--- src/rtl/core/rc6_pkg.sv ---
// rc6_pkg: shared constants, datapath command codes and helpers for the rc6 cipher unit
// used by rc6_ctrl, rc6_datapath and rc6_block_cipher_unit; no dependencies
package rc6_pkg;

  localparam int WORD_W          = 32;
  localparam int KEY_WORDS       = 4;
  localparam int ROUND_COUNT_W   = 5;
  localparam int MAX_ROUNDS_DEF  = 20;
  localparam int ACTION_W        = 2;
  localparam int CFG_INDEX_W     = 3;

  localparam logic [WORD_W-1:0] RC6_P = 32'hB7E15163;
  localparam logic [WORD_W-1:0] RC6_Q = 32'h9E3779B9;

  localparam logic [ROUND_COUNT_W-1:0] ROUND_COUNT_RST = 5'd20;

  // action codes (the unused code runs the key schedule too)
  localparam logic [ACTION_W-1:0] ACT_EXPAND  = 2'd0;
  localparam logic [ACTION_W-1:0] ACT_ENCRYPT = 2'd1;
  localparam logic [ACTION_W-1:0] ACT_DECRYPT = 2'd2;

  // configuration register indexes
  localparam logic [CFG_INDEX_W-1:0] CFG_KEY0   = 3'd0;
  localparam logic [CFG_INDEX_W-1:0] CFG_KEY1   = 3'd1;
  localparam logic [CFG_INDEX_W-1:0] CFG_KEY2   = 3'd2;
  localparam logic [CFG_INDEX_W-1:0] CFG_KEY3   = 3'd3;
  localparam logic [CFG_INDEX_W-1:0] CFG_ROUNDS = 3'd4;

  // datapath operations
  localparam int DP_OP_W = 4;
  localparam logic [DP_OP_W-1:0] DP_NOP      = 4'd0;
  localparam logic [DP_OP_W-1:0] DP_LOAD     = 4'd1;
  localparam logic [DP_OP_W-1:0] DP_CLEAR    = 4'd2;
  localparam logic [DP_OP_W-1:0] DP_ENC_PRE  = 4'd3;
  localparam logic [DP_OP_W-1:0] DP_MUL_ENC  = 4'd4;
  localparam logic [DP_OP_W-1:0] DP_ENC_RND  = 4'd5;
  localparam logic [DP_OP_W-1:0] DP_ENC_POST = 4'd6;
  localparam logic [DP_OP_W-1:0] DP_DEC_PRE  = 4'd7;
  localparam logic [DP_OP_W-1:0] DP_MUL_DEC  = 4'd8;
  localparam logic [DP_OP_W-1:0] DP_DEC_RND  = 4'd9;
  localparam logic [DP_OP_W-1:0] DP_DEC_POST = 4'd10;
  localparam logic [DP_OP_W-1:0] DP_KS_INIT  = 4'd11;
  localparam logic [DP_OP_W-1:0] DP_KS_A     = 4'd12;
  localparam logic [DP_OP_W-1:0] DP_KS_B     = 4'd13;

  typedef struct packed {
    logic [DP_OP_W-1:0] op;
    logic               wr_en;
    logic               ks_first;
    logic [1:0]         mix_idx;
  } rc6_cmd_t;

  function automatic logic [WORD_W-1:0] rotl32(input logic [WORD_W-1:0] x,
                                               input logic [4:0] n);
    logic [2*WORD_W-1:0] d;
    d = {x, x} << n;
    return d[2*WORD_W-1:WORD_W];
  endfunction

  function automatic logic [WORD_W-1:0] rotr32(input logic [WORD_W-1:0] x,
                                               input logic [4:0] n);
    logic [2*WORD_W-1:0] d;
    d = {x, x} >> n;
    return d[WORD_W-1:0];
  endfunction

endpackage

--- src/rtl/core/rc6_ctrl.sv ---
// rc6_ctrl: sequencer for key expansion, encrypt and decrypt of the rc6 unit
// issues rc6_cmd_t and memory addresses to rc6_datapath; uses rc6_pkg
module rc6_ctrl
  import rc6_pkg::*;
#(
  parameter int MAX_ROUNDS = MAX_ROUNDS_DEF,
  parameter int DEPTH      = 2 * MAX_ROUNDS + 4,
  parameter int AW         = $clog2(DEPTH),
  parameter int RW         = $clog2(MAX_ROUNDS + 1)
) (
  input  logic                clk,
  input  logic                rst,
  input  logic                start,
  input  logic [ACTION_W-1:0] action,
  input  logic [RW-1:0]       r_eff,
  output logic                busy,
  output logic                done,
  output logic                status,
  output rc6_cmd_t            cmd,
  output logic [AW-1:0]       rd_addr0,
  output logic [AW-1:0]       rd_addr1,
  output logic [AW-1:0]       wr_addr
);

  localparam logic [3:0] S_IDLE     = 4'd0;
  localparam logic [3:0] S_ENC_PRE  = 4'd1;
  localparam logic [3:0] S_ENC_MUL  = 4'd2;
  localparam logic [3:0] S_ENC_RND  = 4'd3;
  localparam logic [3:0] S_ENC_POST = 4'd4;
  localparam logic [3:0] S_DEC_PRE  = 4'd5;
  localparam logic [3:0] S_DEC_MUL  = 4'd6;
  localparam logic [3:0] S_DEC_RND  = 4'd7;
  localparam logic [3:0] S_DEC_POST = 4'd8;
  localparam logic [3:0] S_KS_A     = 4'd9;
  localparam logic [3:0] S_KS_B     = 4'd10;

  logic [3:0]    state, state_next;
  logic [RW-1:0] idx, idx_next;
  logic [AW-1:0] ks_i, ks_i_next;
  logic [1:0]    ks_pass, ks_pass_next;
  logic [1:0]    ks_j, ks_j_next;
  logic          sched_ready, sched_ready_next;
  logic          done_next, status_next;

  logic          accept, is_block;
  logic [AW-1:0] last_addr, idx_even, idx_odd;

  assign accept    = start && !busy;
  assign is_block  = (action == ACT_ENCRYPT) || (action == ACT_DECRYPT);
  // 2r+3: last round key, also the last store index of the schedule
  assign last_addr = AW'({r_eff, 1'b1}) + AW'(2);
  assign idx_even  = AW'({idx, 1'b0});
  assign idx_odd   = AW'({idx, 1'b1});
  assign busy      = (state != S_IDLE);
  assign wr_addr   = ks_i;

  always_comb begin
    state_next       = state;
    idx_next         = idx;
    ks_i_next        = ks_i;
    ks_pass_next     = ks_pass;
    ks_j_next        = ks_j;
    sched_ready_next = sched_ready;
    done_next        = 1'b0;
    status_next      = 1'b0;
    cmd              = '{op: DP_NOP, wr_en: 1'b0, ks_first: 1'b0, mix_idx: ks_j};
    rd_addr0         = '0;
    rd_addr1         = AW'(1);

    case (state)
      S_IDLE: begin
        if (accept) begin
          if (is_block && !sched_ready) begin
            cmd.op      = DP_CLEAR;
            done_next   = 1'b1;
            status_next = 1'b1;
          end else if (action == ACT_ENCRYPT) begin
            cmd.op     = DP_LOAD;
            state_next = S_ENC_PRE;
          end else if (action == ACT_DECRYPT) begin
            cmd.op     = DP_LOAD;
            rd_addr0   = last_addr - AW'(1);
            rd_addr1   = last_addr;
            state_next = S_DEC_PRE;
          end else begin
            cmd.op       = DP_KS_INIT;
            ks_i_next    = '0;
            ks_pass_next = '0;
            ks_j_next    = '0;
            state_next   = S_KS_A;
          end
        end
      end
      S_ENC_PRE: begin
        cmd.op     = DP_ENC_PRE;
        idx_next   = RW'(1);
        state_next = S_ENC_MUL;
      end
      S_ENC_MUL: begin
        cmd.op     = DP_MUL_ENC;
        rd_addr0   = idx_even;
        rd_addr1   = idx_odd;
        state_next = S_ENC_RND;
      end
      S_ENC_RND: begin
        cmd.op   = DP_ENC_RND;
        rd_addr0 = last_addr - AW'(1);
        rd_addr1 = last_addr;
        if (idx == r_eff) begin
          state_next = S_ENC_POST;
        end else begin
          idx_next   = idx + RW'(1);
          state_next = S_ENC_MUL;
        end
      end
      S_ENC_POST: begin
        cmd.op     = DP_ENC_POST;
        done_next  = 1'b1;
        state_next = S_IDLE;
      end
      S_DEC_PRE: begin
        cmd.op     = DP_DEC_PRE;
        idx_next   = r_eff;
        state_next = S_DEC_MUL;
      end
      S_DEC_MUL: begin
        cmd.op     = DP_MUL_DEC;
        rd_addr0   = idx_even;
        rd_addr1   = idx_odd;
        state_next = S_DEC_RND;
      end
      S_DEC_RND: begin
        cmd.op = DP_DEC_RND;
        if (idx == RW'(1)) begin
          state_next = S_DEC_POST;
        end else begin
          idx_next   = idx - RW'(1);
          state_next = S_DEC_MUL;
        end
      end
      S_DEC_POST: begin
        cmd.op     = DP_DEC_POST;
        done_next  = 1'b1;
        state_next = S_IDLE;
      end
      S_KS_A: begin
        cmd.op       = DP_KS_A;
        cmd.wr_en    = 1'b1;
        cmd.ks_first = (ks_pass == 2'd0);
        rd_addr0     = ks_i;
        state_next   = S_KS_B;
      end
      S_KS_B: begin
        cmd.op    = DP_KS_B;
        ks_j_next = ks_j + 2'd1;
        if (ks_i == last_addr) begin
          ks_i_next    = '0;
          ks_pass_next = ks_pass + 2'd1;
        end else begin
          ks_i_next = ks_i + AW'(1);
        end
        // prefetch the next store entry for the following step
        rd_addr0 = ks_i_next;
        if (ks_i == last_addr && ks_pass == 2'd2) begin
          sched_ready_next = 1'b1;
          done_next        = 1'b1;
          state_next       = S_IDLE;
        end else begin
          state_next = S_KS_A;
        end
      end
      default: begin
        state_next = S_IDLE;
      end
    endcase
  end

  always_ff @(posedge clk) begin
    if (rst) begin
      state       <= S_IDLE;
      sched_ready <= 1'b0;
      done        <= 1'b0;
      status      <= 1'b0;
      idx         <= '0;
      ks_i        <= '0;
      ks_pass     <= '0;
      ks_j        <= '0;
    end else begin
      state       <= state_next;
      sched_ready <= sched_ready_next;
      done        <= done_next;
      status      <= status_next;
      idx         <= idx_next;
      ks_i        <= ks_i_next;
      ks_pass     <= ks_pass_next;
      ks_j        <= ks_j_next;
    end
  end

  // the result strobe always lands after the sequence has returned to idle
  a_done_idle: assert property (@(posedge clk) disable iff (rst) done |-> !busy)
    else $error("result strobe while sequence still running");

  a_status_done: assert property (@(posedge clk) disable iff (rst) status |-> done)
    else $error("error status without result strobe");

  a_round_range: assert property (@(posedge clk) disable iff (rst)
    (state == S_ENC_MUL || state == S_DEC_MUL) |-> (idx >= RW'(1) && idx <= r_eff))
    else $error("round index out of range");

  a_ks_addr: assert property (@(posedge clk) disable iff (rst)
    cmd.wr_en |-> (wr_addr <= last_addr))
    else $error("key schedule write beyond active store");

  a_block_ready: assert property (@(posedge clk) disable iff (rst)
    (state == S_ENC_PRE || state == S_DEC_PRE) |-> sched_ready)
    else $error("block transform started without a key schedule");

endmodule

--- config.mk ---
export PLATFORM = sky130hd
export DESIGN_NAME = rc6_ctrl
export DESIGN_NICKNAME = d
export VERILOG_FILES = /design/src/rtl/core/rc6_pkg.sv /design/src/rtl/core/rc6_ctrl.sv
export SDC_FILE = /design/constraint.sdc
export NUM_CORES = 1
export LEC_CHECK = 0
export BUFFER_PORTS_ARGS = -buffer_cell sky130_fd_sc_hd__clkbuf_2
export CORE_MARGIN = 2
export CORE_UTILIZATION = 50
export DETAILED_ROUTE_END_ITERATION = 10
export PLACE_DENSITY = 0.78
export SLEW_MARGIN = 20
export SYNTH_ARGS = -nofsm -noshare
export SYNTH_HDL_FRONTEND = slang
export SYNTH_SLANG_ARGS = --single-unit
--- constraint.sdc ---
create_clock -name clk -period 2.52 [get_ports clk]
set_input_delay 0.252 -clock clk [delete_from_list [all_inputs] [get_ports clk]]
set_output_delay 0.252 -clock clk [all_outputs]
set_load 0.005 [all_outputs]
Word-level counts from Yosys, hierarchy flattened --
Cells that the tools add are included. W data, S select, Z words.
Cells by class: equality and inequality tests 23, bitwise operators 1, multiplexer cells 44, add/sub/neg operators 7, reduce and logical (&&, ||, !) cells 19
Operators by type and width (count):
- $mux W6 | 13
- $pmux W4 S11 | 1
- $mux W4 | 10
- $pmux W4 S9 | 1
- $pmux W6 S5 | 1
- $pmux W5 S4 | 1
- $pmux W6 S3 | 1
- $eq A4 B3 Y1 const B | 4
- $ne A2 B2 Y1 const B | 7
- $eq A4 B4 Y1 const B | 3
- $mux W2 | 6
- $pmux W6 S2 | 1
- $mux W5 | 2
- $eq A4 B2 Y1 const B | 2
- $pmux W2 S2 | 2
- $reduce_bool A4 Y1 | 2
- $add A6 B1 Y6 const B | 1
- $add A6 B2 Y6 const B | 1
- $eq A6 B6 Y1 | 1
- $reduce_and A6 Y1 | 1
- $reduce_or A2 Y1 | 3
- $sub A6 B1 Y6 const B | 1
- $add A5 B1 Y5 const B | 1
- $eq A5 B1 Y1 const B | 1
- 19 further kinds | 27
Word-level totals: logic and storage cells 102, output and inout bits 29, bits of input ports 10, flip-flop bits (word level) 22

Depth between registers and ports, before layout --
word-level depth 7, gate-level depth with buffers 8, mapped depth without buffers 7

Worst setup path after synthesis --
No wires, ideal clock.
kind input -> output, start point input r_eff[0], end point output rd_addr0[2], cell stages on the path 8, path slack 0.486 ns, arrival time 1.782 ns, path buffers 2, data required time 2.268 ns, cells stage by stage ha_1 > xnor2_1 > nand3_1 > or4_1 > buf_2 > clkbuf_1 > a21oi_1 > o21ai_0
Between the ends: word-level cells in the longest chain between the ends 7, elaborated cells between the ends (all ways) 9, those cells by class 2 x add/sub; 1 x eq/ne; 6 x mux
RTL lines:
- start, declared | RTL line rc6_ctrl.sv:15 | input logic [RW-1:0] r_eff,
- $add A6 B2 Y6 * | RTL line rc6_ctrl.sv:51 | assign last_addr = AW'({r_eff, 1'b1}) + AW'(2);
- $sub A6 B1 Y6 | RTL line rc6_ctrl.sv:82, rc6_ctrl.sv:107
- $mux W6 | RTL line rc6_ctrl.sv:80 | end else if (action == ACT_DECRYPT) begin
- $mux W6 | RTL line rc6_ctrl.sv:77 | end else if (action == ACT_ENCRYPT) begin
- $mux W6 | RTL line rc6_ctrl.sv:73 | if (is_block && !sched_ready) begin
- $mux W6 | RTL line rc6_ctrl.sv:72 | if (accept) begin
- $pmux W6 S5 * | RTL line rc6_ctrl.sv:70 | case (state)
- end, declared | RTL line rc6_ctrl.sv:20 | output logic [AW-1:0] rd_addr0,
Mark *: on every way between the ends. The rest lies on a longest branch, timed or not.

Worst setup path after layout --
start point register state[1], end point output rd_addr0[5]
Between the ends: word-level cells in the longest chain between the ends 5, elaborated cells between the ends (all ways) 12, those cells by class 5 x eq/ne; 2 x mux; 5 x reduce/logical
RTL lines:
- start, declared | RTL line rc6_ctrl.sv:37 | logic [3:0] state, state_next;
- start signal, assigned | RTL line rc6_ctrl.sv:189 | state <= state_next;
- $reduce_bool A4 Y1 | RTL line rc6_ctrl.sv:54 | assign busy = (state != S_IDLE);
- $logic_not A1 Y1 | RTL line rc6_ctrl.sv:48 | assign accept = start && !busy;
- $logic_and A1 B1 Y1 | RTL line rc6_ctrl.sv:48
- $mux W6 | RTL line rc6_ctrl.sv:72
- $pmux W6 S5 * | RTL line rc6_ctrl.sv:70
Marked as above.

==> impl_metrics.toml <==
[cts]
insertion_delay_ps = 270
post_cts_buffers = 0
cts-buffers-inserted = 3
path_clk_slew_ps = 90
cts.htree.levels = 1
cts_tree = "built"
cts.sinks = 22
clock_path_buffers = 2
cts-root-buf = "clkbuf_8"

[synthesis]
syn-cell-area_sq_um = 1990
synth_edf_count = 0
async_reset_ff_share_pct = 0
syn-mean-instance-area_sq_um = 7.38
synth_cell_types = 59
synth_ff_type = "dfxtp_1"
synth_top_area_share_pct = 22.2
syn_nets = 289
synth_top_cell_by_area = "dfxtp_1"
synth.area.top_cells = "dfxtp_1, ha_1, xnor2_1"
syn_inst = 269
synth_seq_cells = 22
yosysSeqAreaShare_pct = 22.2
ys_warn_count = 0

[grt]
grt_pass1_vias = 1853
grt_util_met2_pct = 39.7
globalRouteOverflowTotal = 0
grt_max_degree = 17
grt_pass1_wl_microns = 8700
grt_use_met1_pct = 35.5
grtUsageMet3_pct = 2.53
top_usage_layer = "met2"
grtUsageTotal_pct = 25.2
antenna_found_initial = 0

[place]
place.gp.congestion = 0.870
portBuffers = 37
dp_hpwl_microns = 4010
placedCellCount = 347

[pwr]
p_per_area_nw_per_um2 = 428
vdd_ir_drop_max_mv = 0.186
p_leak_nw = 0.971

[timing]
period_share_pct = 94.2
finalSetupViolations = 0
relSlewSlack_pct = 57.9
tightest_slew_ps = 628
grt_setup_unrepaired = "no"
fmax_mhz = 421
drv_slew = 0
fin_worst_skew_ps = 6.01
fin_crit_ps = 2370
setup_tns_ps = 0
hold_viol_final = 0

[layout]
finalNetCount = 324
register_area_sq_um = 440
area_growth_pct = 17.0
final_cells = 351
fillCellCount = 362
antenna_cells = 0
drive_above_1_share_pct = 22.1
multi_input_area_sq_um = 1400

[floorplanning]
die-width_microns = 67.0
fp.dieH_microns = 67.0
coreArea_sq_um = 3740
start_util_pct = 53.0
rows = 22
die_area_sq_um = 4490
ios = 39

[worst_setup_path]
start_kind = "register"
path_max_fanout = 16
endpoint_kind = "output pin"
crit_required_ps = 2270
critPathKind = "reg2out"
arrival_ps = 2120
r2r_setup_slack_ps = 340

[detailed_routing]
via_per_inst = 6.03
drcViolationCount = 0
drt_wl_total_microns = 5330
post_drt_wl_per_cell_microns = 15.2
final_antenna_net_count = 0
vias = 2116
drtIter0Drc = 201
dr.pass1.iters = 4

[run]
max_cap_violations = 0

[outcome]
status = "finished, final reports clean"

[worst_hold_path]
hold_class = "in2reg"
## cell usage after synthesis (3+ instances only)
cell type / number
a21oi_1: 15
a22oi_1: 8
a31oi_1: 4
and2_1: 3
and3_1: 6
and4_1: 3
clkbuf_1: 15
dfxtp_1: 22
ha_1: 10
inv_1: 17
nand2_1: 19
nand3_1: 17
nor2_1: 17
nor2b_1: 7
nor3_1: 6
nor3b_1: 3
o211ai_1: 3
o21ai_0: 12
o22ai_1: 7
o2bb2ai_1: 3
o31ai_1: 4
xnor2_1: 12
xor2_1: 6
## cells by family after synthesis
| kind of cell | synth area share (%) |
|---|---|
| other | 0.189 |
| AO/OA/AOI/OAI | 26.8 |
| buffers and inverters | 7.69 |
| adder cells (fa/ha/maj) | 6.30 |
| multiplexers | 1.64 |
| flip-flops | 22.2 |
| XOR/XNOR | 7.94 |
| AND/OR/NAND/NOR | 27.2 |
## per-stage QoR
stage	util (%)	hold slack (ps)	area, sq um	setup WS (ps)	power (mW)
final	62.1	388	2320	146	0.995
after global routing	62.1	393	2320	7.21	1.05
after CTS	61.8	383	2310	191	0.995
after detailed placement	59.9	480	2240	205	0.659
after global placement	59.9	467	2240	231	0.656
after floorplan	-	325	1990	486	0.569
## area by class of cell
cell class                 count  share of cell area [%]
clock buffer                   3                    1.78
tap                           48                    2.58
timing repair buffer          50                    12.2
multi-input combinational    209                    60.3
inverter                      18                    2.91
sequential                    22                    19.0
clock inverter                 1                    1.29
## sequential cells by signal (all words and copies together), names as in the netlist
signal	count
ks_j	2
done	1
sched_ready	1
ks_pass	2
idx	5
status	1
wr_addr	6
state	4
## critical path: stages, from the launching register on
cell       delay, ps
dfxtp_1          690
nor4bb_1         450
a41oi_1          170
o2bb2ai_1        280
a21oi_1           60
nand2_1           90
clkbuf_2         110
## report_power, final
| group | internal [mW] | switching [mW] |
|---|---|---|
| Clock | 0.212 | 0.126 |
| Combinational | 0.120 | 0.156 |
| Sequential | 0.359 | 0.0216 |
## metal layers
layer  vias to the layer above  share of wire (%)  wire, microns
met5                         -                  0              0
met4                         0                1.3             68
met3                         6                6.0            320
met2                        82                 46           2420
met1                       978                 47           2510
li1                       1050                  -              -
## repair_timing
item / 4_1_cts / 5_1_grt
gates resized for setup: 0 / 2
hold buffers: 0 / 0
setup endpoints to repair: 0 / 1
## cell usage in the layout (no fill, tap or decap), drive strengths merged, types with 3 or more instances in the layout
cell type  instances
nand2             19
nand3             17
nor2b              7
a22oi              8
nor3               6
xnor2             12
and2               3
o21ai             12
or3                3
nor3b              3
o22ai              7
buf               13
a31oi              4
a21oi             17
o2bb2ai            3
dfxtp             22
ha                10
and4               3
clkbuf            40
o211ai             3
and3               6
o31ai              4
xor2               6
inv               17
nor2              17
## worst paths after layout
kind                         startpoint                       to  cells after the start
hold reg to reg    ks_j[1]$_SDFFE_PP0P_     ks_j[1]$_SDFFE_PP0P_                      2
setup reg to reg  state[1]$_SDFFE_PP0P_  ks_pass[0]$_SDFFE_PP0P_                      5
setup / recovery  state[1]$_SDFFE_PP0P_              rd_addr0[5]                      6
hold / removal                      rst          done$_SDFF_PP0_                      2
Power figures use the tool's default switching activity.
